File: src/sv/bit_record_schema_validator_defines.svh
// Assertion macros shared by the bit record schema validator RTL.
// Depends on nothing; included by modules that carry assertions.
`ifndef BIT_RECORD_SCHEMA_VALIDATOR_DEFINES_SVH
`define BIT_RECORD_SCHEMA_VALIDATOR_DEFINES_SVH

// same-cycle implication, disabled during reset
`define BRSV_ASSERT_NOW(label, clk, rst, ante, cons) \
   label: assert property (@(posedge clk) disable iff (rst) (ante) |-> (cons)) \
      else $error("assertion failed: same-cycle check");

// next-cycle implication, disabled during reset
`define BRSV_ASSERT_NEXT(label, clk, rst, ante, cons) \
   label: assert property (@(posedge clk) disable iff (rst) (ante) |=> (cons)) \
      else $error("assertion failed: next-cycle check");

`endif

File: src/sv/brsv_pkg.sv
// Package for the bit record schema validator: constants, walker types
// and the per-bit walker step functions. Depends on nothing.
package brsv_pkg;

   localparam int MapWalkers = 2;
   localparam int GapWalkers = 7;
   localparam int PhaseCount = 13;

   localparam logic [2:0] FieldCount     = 3'd6;
   localparam logic [5:0] GapFieldBits   = 6'd32;
   localparam logic [5:0] AwaitGap       = 6'd63;
   localparam logic [5:0] MapFixedBits   = 6'd8;
   localparam logic [5:0] MapPresBits    = 6'd8;
   localparam logic [5:0] Opt6Bits       = 6'd36;
   localparam logic [5:0] Opt7ScalarBits = 6'd7;

   localparam logic [3:0] PhRecord     = 4'd0;
   localparam logic [3:0] PhMap        = 4'd1;
   localparam logic [3:0] PhFixed      = 4'd8;
   localparam logic [3:0] PhOpt6       = 4'd9;
   localparam logic [3:0] PhOpt7Flag   = 4'd10;
   localparam logic [3:0] PhOpt7Scalar = 4'd11;
   localparam logic [3:0] PhTrailer    = 4'd12;
   localparam logic [3:0] PhaseDone    = 4'd13;

   localparam logic [7:0] TypeMap       = 8'd1;
   localparam logic [7:0] TypeFixed     = 8'd4;
   localparam logic [7:0] TypeGap       = 8'd23;
   localparam logic [7:0] Type4BodyBits = 8'd165;
   localparam logic [7:0] BitsMax       = 8'd255;

   localparam logic [5:0] OptWidth [6] = '{6'd31, 6'd31, 6'd31, 6'd6, 6'd7, 6'd31};

   typedef enum logic [1:0] {
      ST_ALIVE    = 2'd0,
      ST_COMPLETE = 2'd1,
      ST_FAILED   = 2'd2
   } status_type;

   typedef enum logic [2:0] {
      V_MISMATCH    = 3'd0,
      V_UNSUPPORTED = 3'd1,
      V_PREFIX      = 3'd2,
      V_TRAILER     = 3'd3,
      V_MAP_AMBIG   = 3'd4,
      V_GAP         = 3'd5,
      V_GAP_AMBIG   = 3'd6,
      V_PARTIAL     = 3'd7
   } verdict_type;

   typedef struct packed {
      logic [3:0] phase;
      logic [5:0] count;
      logic [7:0] presence;
      status_type status;
   } map_walker_type;

   typedef struct packed {
      logic [2:0] field;
      logic [5:0] count;
      status_type status;
   } gap_walker_type;

   function automatic logic [5:0] phase_len(logic w, logic [3:0] p, logic [7:0] pres);
      logic [3:0] idx;
      logic [5:0] len;
      idx = p - 4'd2;
      len = 6'd0;
      case (p) inside
         PhRecord:      len = w ? 6'd0 : 6'd1;
         PhMap:         len = MapPresBits;
         [4'd2:4'd7]:   len = pres[idx[2:0]] ? OptWidth[idx[2:0]] : 6'd0;
         PhFixed:       len = MapFixedBits;
         PhOpt6:        len = pres[6] ? Opt6Bits : 6'd0;
         PhOpt7Flag:    len = pres[7] ? 6'd1 : 6'd0;
         PhTrailer:     len = w ? 6'd1 : 6'd0;
         default:       len = 6'd0;
      endcase
      return len;
   endfunction

   // enter phase p or the first later phase that needs bits, else complete
   function automatic map_walker_type map_settle(logic w, logic [3:0] p, map_walker_type cur);
      map_walker_type nxt;
      logic [3:0]     q;
      logic [5:0]     len;
      nxt        = cur;
      nxt.phase  = PhaseDone;
      nxt.count  = 6'd0;
      nxt.status = ST_COMPLETE;
      for (int i = PhaseCount - 1; i >= 0; i--) begin
         q   = 4'(i);
         len = phase_len(w, q, cur.presence);
         if (q >= p && len != 6'd0) begin
            nxt.phase  = q;
            nxt.count  = len;
            nxt.status = cur.status;
         end
      end
      return nxt;
   endfunction

   function automatic map_walker_type map_start(logic w);
      map_walker_type cur;
      cur          = '0;
      cur.status   = ST_ALIVE;
      return map_settle(w, PhRecord, cur);
   endfunction

   function automatic map_walker_type map_take(logic w, logic bit_v, map_walker_type cur);
      map_walker_type nxt;
      logic [5:0]     pos;
      logic [5:0]     c;
      nxt = cur;
      pos = MapPresBits - cur.count;
      c   = cur.count - 6'd1;
      if (cur.status == ST_FAILED) begin
         nxt = cur;
      end else if (cur.status == ST_COMPLETE || cur.count == 6'd0) begin
         nxt.status = ST_FAILED;
      end else begin
         if (cur.phase == PhMap && cur.count <= MapPresBits && bit_v)
            nxt.presence[pos[2:0]] = 1'b1;
         if (cur.phase == PhOpt7Flag) begin
            if (bit_v) begin
               nxt.phase = PhOpt7Scalar;
               nxt.count = Opt7ScalarBits;
            end else begin
               nxt = map_settle(w, PhTrailer, nxt);
            end
         end else begin
            nxt.count = c;
            if (c == 6'd0)
               nxt = map_settle(w, cur.phase + 4'd1, nxt);
         end
      end
      return nxt;
   endfunction

   function automatic gap_walker_type gap_advance(logic [2:0] g, gap_walker_type cur);
      gap_walker_type nxt;
      logic [3:0]     f;
      nxt = cur;
      f   = {1'b0, cur.field} + 4'd1;
      if (f >= {1'b0, FieldCount}) begin
         nxt.field = FieldCount;
         if (g == FieldCount) begin
            nxt.count = AwaitGap;
         end else begin
            nxt.count  = 6'd0;
            nxt.status = ST_COMPLETE;
         end
      end else begin
         nxt.field = f[2:0];
         nxt.count = (f[2:0] == g) ? AwaitGap : 6'd0;
      end
      return nxt;
   endfunction

   function automatic gap_walker_type gap_start(logic [2:0] g);
      gap_walker_type nxt;
      nxt.field  = 3'd0;
      nxt.count  = (g == 3'd0) ? AwaitGap : 6'd0;
      nxt.status = ST_ALIVE;
      return nxt;
   endfunction

   function automatic gap_walker_type gap_take(logic [2:0] g, logic bit_v, gap_walker_type cur);
      gap_walker_type nxt;
      logic [5:0]     c;
      nxt = cur;
      c   = cur.count - 6'd1;
      if (cur.status == ST_FAILED) begin
         nxt = cur;
      end else if (cur.status == ST_COMPLETE) begin
         nxt.status = ST_FAILED;
      end else if (cur.count == AwaitGap) begin
         nxt.count = 6'd0;
         if (cur.field >= FieldCount)
            nxt.status = ST_COMPLETE;
      end else if (cur.count == 6'd0) begin
         if (bit_v)
            nxt.count = GapFieldBits;
         else
            nxt = gap_advance(g, cur);
      end else begin
         nxt.count = c;
         if (c == 6'd0)
            nxt = gap_advance(g, nxt);
      end
      return nxt;
   endfunction

endpackage

File: src/sv/bit_record_schema_validator.sv
// Bit record schema validator: walks a record body bit by bit and gives
// one verdict per body. Depends on brsv_pkg and the defines header.
//
// Usage:
//  - Input channel req_*: one body bit per transfer, first bit of the body
//    flagged by req_first_item (which also samples req_record_type and
//    req_range_fault), final transfer flagged by req_last_item. An empty
//    body is one transfer with req_carries_no_bit set.
//  - Result channel rsp_*: one transfer carrying rsp_verdict and
//    rsp_gap_mask for each accepted input transfer with req_last_item set.
//  - The result is registered and valid in the cycle after the last input transfer.
//  - Throughput: one input transfer per cycle unless req_stall holds it; the held
//    type's walkers step in the same cycle from the state registers, feeding the result register.
//  - Stall: while a result waits under rsp_stall, bit transfers keep
//    flowing; only a transfer with req_last_item set is held by req_stall.
//  - Reset (synchronous, active high) clears all walkers, the type, the bit
//    count and the result valid flag; no clearing pass follows.
`include "bit_record_schema_validator_defines.svh"

module bit_record_schema_validator
   import brsv_pkg::*;
(
   input  logic       clock,
   input  logic       reset,
   input  logic       req_valid,
   output logic       req_stall,
   input  logic       req_body_bit,
   input  logic       req_first_item,
   input  logic       req_last_item,
   input  logic       req_carries_no_bit,
   input  logic [7:0] req_record_type,
   input  logic       req_range_fault,
   output logic       rsp_valid,
   input  logic       rsp_stall,
   output logic [2:0] rsp_verdict,
   output logic [6:0] rsp_gap_mask
);

   logic           req_accept;
   logic [7:0]     held_type_ff, held_type_in;
   logic [7:0]     bits_seen_ff, bits_seen_in;
   logic           fault_seen_ff, fault_seen_in;
   map_walker_type map_ff [MapWalkers];
   map_walker_type map_in [MapWalkers];
   gap_walker_type gap_ff [GapWalkers];
   gap_walker_type gap_in [GapWalkers];
   logic [6:0]     mask_in;
   verdict_type    verdict_in;
   logic           rsp_valid_ff, rsp_valid_in;
   verdict_type    rsp_verdict_ff;
   logic [6:0]     rsp_gap_mask_ff;
   logic           pre_ok, trl_ok;
   logic           rsp_hold, last_accept, first_accept;
   logic           rsp_is_gap, map0_failed;

   assign req_stall  = rsp_valid_ff && rsp_stall && req_last_item;
   assign req_accept = req_valid && !req_stall;

   always_comb begin
      held_type_in  = held_type_ff;
      bits_seen_in  = bits_seen_ff;
      fault_seen_in = fault_seen_ff;
      map_in        = map_ff;
      gap_in        = gap_ff;
      if (req_accept) begin
         if (req_first_item) begin
            held_type_in  = req_record_type;
            fault_seen_in = req_range_fault;
            bits_seen_in  = 8'd0;
            for (int i = 0; i < MapWalkers; i++)
               map_in[i] = map_start(1'(i));
            for (int i = 0; i < GapWalkers; i++)
               gap_in[i] = gap_start(3'(i));
         end
         if (!req_carries_no_bit) begin
            if (bits_seen_in != BitsMax)
               bits_seen_in = bits_seen_in + 8'd1;
            if (held_type_in == TypeMap) begin
               for (int i = 0; i < MapWalkers; i++)
                  map_in[i] = map_take(1'(i), req_body_bit, map_in[i]);
            end else if (held_type_in == TypeGap) begin
               for (int i = 0; i < GapWalkers; i++)
                  gap_in[i] = gap_take(3'(i), req_body_bit, gap_in[i]);
            end
         end
      end
   end

   always_comb begin
      pre_ok     = map_in[0].status == ST_COMPLETE;
      trl_ok     = map_in[1].status == ST_COMPLETE;
      mask_in    = 7'd0;
      verdict_in = V_MISMATCH;
      case (held_type_in)
         TypeMap: begin
            if (!fault_seen_in) begin
               if (pre_ok && trl_ok)
                  verdict_in = V_MAP_AMBIG;
               else if (pre_ok)
                  verdict_in = V_PREFIX;
               else if (trl_ok)
                  verdict_in = V_TRAILER;
            end
         end
         TypeGap: begin
            if (!fault_seen_in) begin
               for (int i = 0; i < GapWalkers; i++)
                  mask_in[i] = gap_in[i].status == ST_COMPLETE;
               if (mask_in != 7'd0)
                  verdict_in = ((mask_in & (mask_in - 7'd1)) == 7'd0) ? V_GAP : V_GAP_AMBIG;
            end
         end
         TypeFixed: begin
            if (!fault_seen_in && bits_seen_in == Type4BodyBits)
               verdict_in = V_PARTIAL;
         end
         default: verdict_in = V_UNSUPPORTED;
      endcase
   end

   assign rsp_valid_in = (rsp_valid_ff && rsp_stall) || (req_accept && req_last_item);

   always_ff @(posedge clock) begin
      if (reset) begin
         held_type_ff  <= 8'd0;
         bits_seen_ff  <= 8'd0;
         fault_seen_ff <= 1'b0;
         for (int i = 0; i < MapWalkers; i++)
            map_ff[i] <= '0;
         for (int i = 0; i < GapWalkers; i++)
            gap_ff[i] <= '0;
         rsp_valid_ff  <= 1'b0;
      end else begin
         held_type_ff  <= held_type_in;
         bits_seen_ff  <= bits_seen_in;
         fault_seen_ff <= fault_seen_in;
         map_ff        <= map_in;
         gap_ff        <= gap_in;
         rsp_valid_ff  <= rsp_valid_in;
      end
   end

   always_ff @(posedge clock) begin
      if (req_accept && req_last_item) begin
         rsp_verdict_ff  <= verdict_in;
         rsp_gap_mask_ff <= mask_in;
      end
   end

   assign rsp_valid    = rsp_valid_ff;
   assign rsp_verdict  = rsp_verdict_ff;
   assign rsp_gap_mask = rsp_gap_mask_ff;

   assign rsp_hold     = rsp_valid_ff && rsp_stall;
   assign last_accept  = req_accept && req_last_item;
   assign first_accept = req_accept && req_first_item;
   assign rsp_is_gap   = (rsp_verdict_ff == V_GAP) || (rsp_verdict_ff == V_GAP_AMBIG);
   assign map0_failed  = map_ff[0].status == ST_FAILED;

   `BRSV_ASSERT_NEXT(a_last_gives_result, clock, reset, last_accept, rsp_valid_ff)
   `BRSV_ASSERT_NEXT(a_no_spurious_result, clock, reset, !rsp_hold && !last_accept, !rsp_valid_ff)
   `BRSV_ASSERT_NOW(a_mask_verdict, clock, reset, rsp_valid_ff, (|rsp_gap_mask_ff) == rsp_is_gap)
   `BRSV_ASSERT_NEXT(a_fail_sticky, clock, reset, !first_accept && map0_failed, map0_failed)

endmodule
File: config.mk
export PLATFORM = sky130hd
export DESIGN_NAME = bit_record_schema_validator
export DESIGN_NICKNAME = d
export VERILOG_FILES = /design/src/sv/brsv_pkg.sv /design/src/sv/bit_record_schema_validator.sv
export VERILOG_INCLUDE_DIRS = /design/src /design/src/sv
export SDC_FILE = /design/constraint.sdc
export NUM_CORES = 1
export LEC_CHECK = 0
export BUFFER_PORTS_ARGS = -buffer_cell sky130_fd_sc_hd__buf_2
export CAP_MARGIN = 40
export CORE_MARGIN = 4
export CORE_UTILIZATION = 55
export CTS_CLUSTER_DIAMETER = 120
export DETAILED_ROUTE_END_ITERATION = 10
export PLACE_DENSITY = 0.74
export SLEW_MARGIN = 15
export SYNTH_ARGS = -nofsm -noshare
export SYNTH_HDL_FRONTEND = slang
export SYNTH_SLANG_ARGS = --single-unit
File: constraint.sdc
create_clock -name clock -period 5.5 [get_ports clock]
set_clock_uncertainty 0.1 [all_clocks]
set_input_delay 0.275 -clock clock [delete_from_list [all_inputs] [get_ports clock]]
set_output_delay 0.275 -clock clock [all_outputs]
set_load 0.1 [all_outputs]
==> qor.yml <==
drive_gt1_share_pct: 6.84
syn_to_final_growth_pct: 8.25
coreArea_um2: 21100
yosys_register_bits: 145
grt_max_degree: 116
synth_area_um2: 11800
fin_cells: 1912
rsz0062_at_grt: "no"
synth_area_per_cell_um2: 7.15
min_path_cells: 3
clock_sinks: 145
initial_core_util_pct: 56.0
worstHoldStart: "req_range_fault"
layout_commonest_cell: "nor2_1"
ctsHoldBuffers: 2
yosysSeqAreaShare_pct: 25.5
fin_crit_sh_pct: 80.6
tns_ns: 0
status: "finished clean"
post-route-drc-count: 0
die-height_um: 154
htreeDepth: 4
portBuffers: 28
fin_area_um2: 12800
grt_pass1_vias: 11104
yosysWarnings: 0
hold_viol_final: 0
cts_resized: 0
gp_congestion: 0.952
place.detailed.hpwl_um: 22400
grt_usage_pct: 26.5
max_cap_violations: 0
placed_area_um2: 12100
drt-initial-drc-count: 1089
async_flop_share_pct: 0
final_util_pct: 60.6
synthFlopType: "dfxtp_1"
setup_slack_ns: 1.07
finalMaxSlewViolations: 0
worstMarginPinSlew_ns: 0.863
critical_path_class: "flop to flop"
gr-total-overflow: 0
nNetsFinal: 1704
reg2reg_depth: 16
layout_min_cycle_time_ns: 4.43
num_vias: 12143
timing.fmax_ghz: 0.226
detail-route-antenna-nets: 0
fp.dieArea_um2: 23900
synth_edf_count: 10
clock_latency_ns: 0.44
required_ns: 5.58
cp.arrival_ns: 4.51
routedWlPerCell_um: 17.1
critPathLaunchType: "flop"
clk_pin_slew_ns: 0.07
drt_first_pass_iters: 7
hold_end: "fault_seen_ff"
setup_viol: 0
max_slew_margin_pct: 42.5
fin_hold_ws_ns: 0.0111
numCtsBuffers: 17
total_power_mw: 2.74
power_density_nw_per_um2: 214
diodes: 0
clockBufferDepth: 2
pre_cts_ws_ns: 0.963
fp.dieW_um: 154
cp_max_fo: 9
rr_endpoint: "rsp_verdict[0]"
io-pin-count: 29
drt_wl_total_um: 32700
worstSetupEndpointType: "flop"
p_leak_nw: 4.84
r2r-start: "map_ff[10]"
synth_nets: 1730
synth_cell_types: 98
grt_pass1_wl_um: 54100
n_fill_cell: 1984
cts_tree: "done"
postCtsSetupRepairBufs: 0
r2r_slack_ns: 1.07
ir_worst_vdd_uv: 181
clock-root-buffer: "clkbuf_16"
min_path_type: "primary input to flop"
row_count: 53
placed_cells: 1877
vias_per_cell: 6.35
final_cell_mix: "193 x nor2_1, 185 x nand2_1, 145 x a21oi_1"
antenna_found_initial: 0
syn_inst: 1650
[routing by layer]
layer  GRT usage, %  part of all wire, %  wire [µm]  up-vias
met5              0                    0          0        -
met4           8.75                  2.3        767        0
met3           4.28                  6.2       2040       66
met2           45.1                   48      15600      389
met1           34.4                   44      14300     5712
li1               -                    -          -     5976
[layout make-up]
cell class,instances,area (µm²),area share (%)
multi-input combinational,1348,8200,64.2
sequential,145,3000,23.5
clock buffer,20,457,3.58
timing repair buffer,48,345,2.70
tap,275,344,2.69
inverter,64,240,1.88
clock inverter,12,180,1.41
[worst max path at each step]
stage / start / to / slack (ns) / depth (start not counted)
after global placement: req_first_item / rsp_verdict[0] / 1.06 / 18
final: map_ff[10] / rsp_verdict[0] / 1.07 / 16
after CTS: map_ff[10] / rsp_verdict[0] / 1.16 / 16
after floorplan: req_first_item / rsp_verdict[0] / 0.21 / 24
after detailed placement: req_first_item / rsp_verdict[0] / 0.96 / 18
after global routing: map_ff[10] / rsp_verdict[0] / 0.73 / 16
[kinds of logic (layout without fill, tap and decap cells)]
| logic type | after synthesis | in the layout | synth area share, % |
|---|---|---|---|
| simple gates | 718 | 718 | 30.2 |
| compound gates | 519 | 519 | 28.8 |
| buf+inv | 157 | 144 | 5.10 |
| flops | 145 | 145 | 25.5 |
| fa+ha+maj | 63 | 63 | 6.68 |
| xor+xnor | 37 | 37 | 2.75 |
| mux | 11 | 11 | 0.976 |
[cell usage after synthesis (all sizes together) (7+ instances only)]
library cell | n | area [µm²]
nor2b | 41 | 257
o211ai | 20 | 150
nor2 | 193 | 724
inv | 63 | 236
or2 | 12 | 75.1
nor3 | 65 | 340
a211oi | 16 | 120
nand3b | 12 | 90.1
or3 | 17 | 106
and3 | 11 | 68.8
o21ai | 119 | 599
and2 | 17 | 106
o31ai | 20 | 155
a22oi | 41 | 308
a221oi | 12 | 111
mux2i | 7 | 70.1
a21oi | 146 | 734
buf | 19 | 82.6
xor2 | 10 | 87.6
nor3b | 12 | 90.1
o211a | 7 | 70.1
or4 | 10 | 86.3
nand2b | 38 | 238
a21o | 9 | 67.6
clkbuf | 74 | 279
o21a | 15 | 114
nor4 | 22 | 144
dfxtp | 135 | 2700
nand3 | 42 | 210
nand4 | 18 | 119
a31oi | 26 | 163
xnor2 | 27 | 236
ha | 63 | 788
a32oi | 14 | 123
nand2 | 186 | 698
edfxtp | 10 | 300
o22ai | 9 | 56.3
[registers in the layout, indices dropped and copies added (netlist names)]
name           cells
bits_seen_ff       8
fault_seen_ff      1
gap_ff            77
held_type_ff       8
map_ff            40
rsp_gap_mask       7
rsp_valid          1
rsp_verdict        3
[critical path, cell delays in order, from the launching register on]
cell	delay [ns]
dfxtp_1	0.39
nand2_1	0.20
ha_1	0.37
nor2b_1	0.26
o21ai_1	0.17
nor4_1	0.57
a22oi_1	0.22
a21oi_1	0.28
or2_1	0.19
or3_1	0.19
nor3b_1	0.08
or2_1	0.23
ha_1	0.20
a221oi_1	0.29
nand3b_1	0.15
a221oi_2	0.20
o41ai_2	0.11
[where the power goes]
group | total (mW) | switching, mW | internal [mW]
Sequential | 1.10 | 0.0202 | 1.08
Clock | 1.27 | 0.488 | 0.787
Combinational | 0.362 | 0.250 | 0.112
Total | 2.74 | 0.758 | 1.98
No activity file was read; power rests on OpenSTA's default activity.
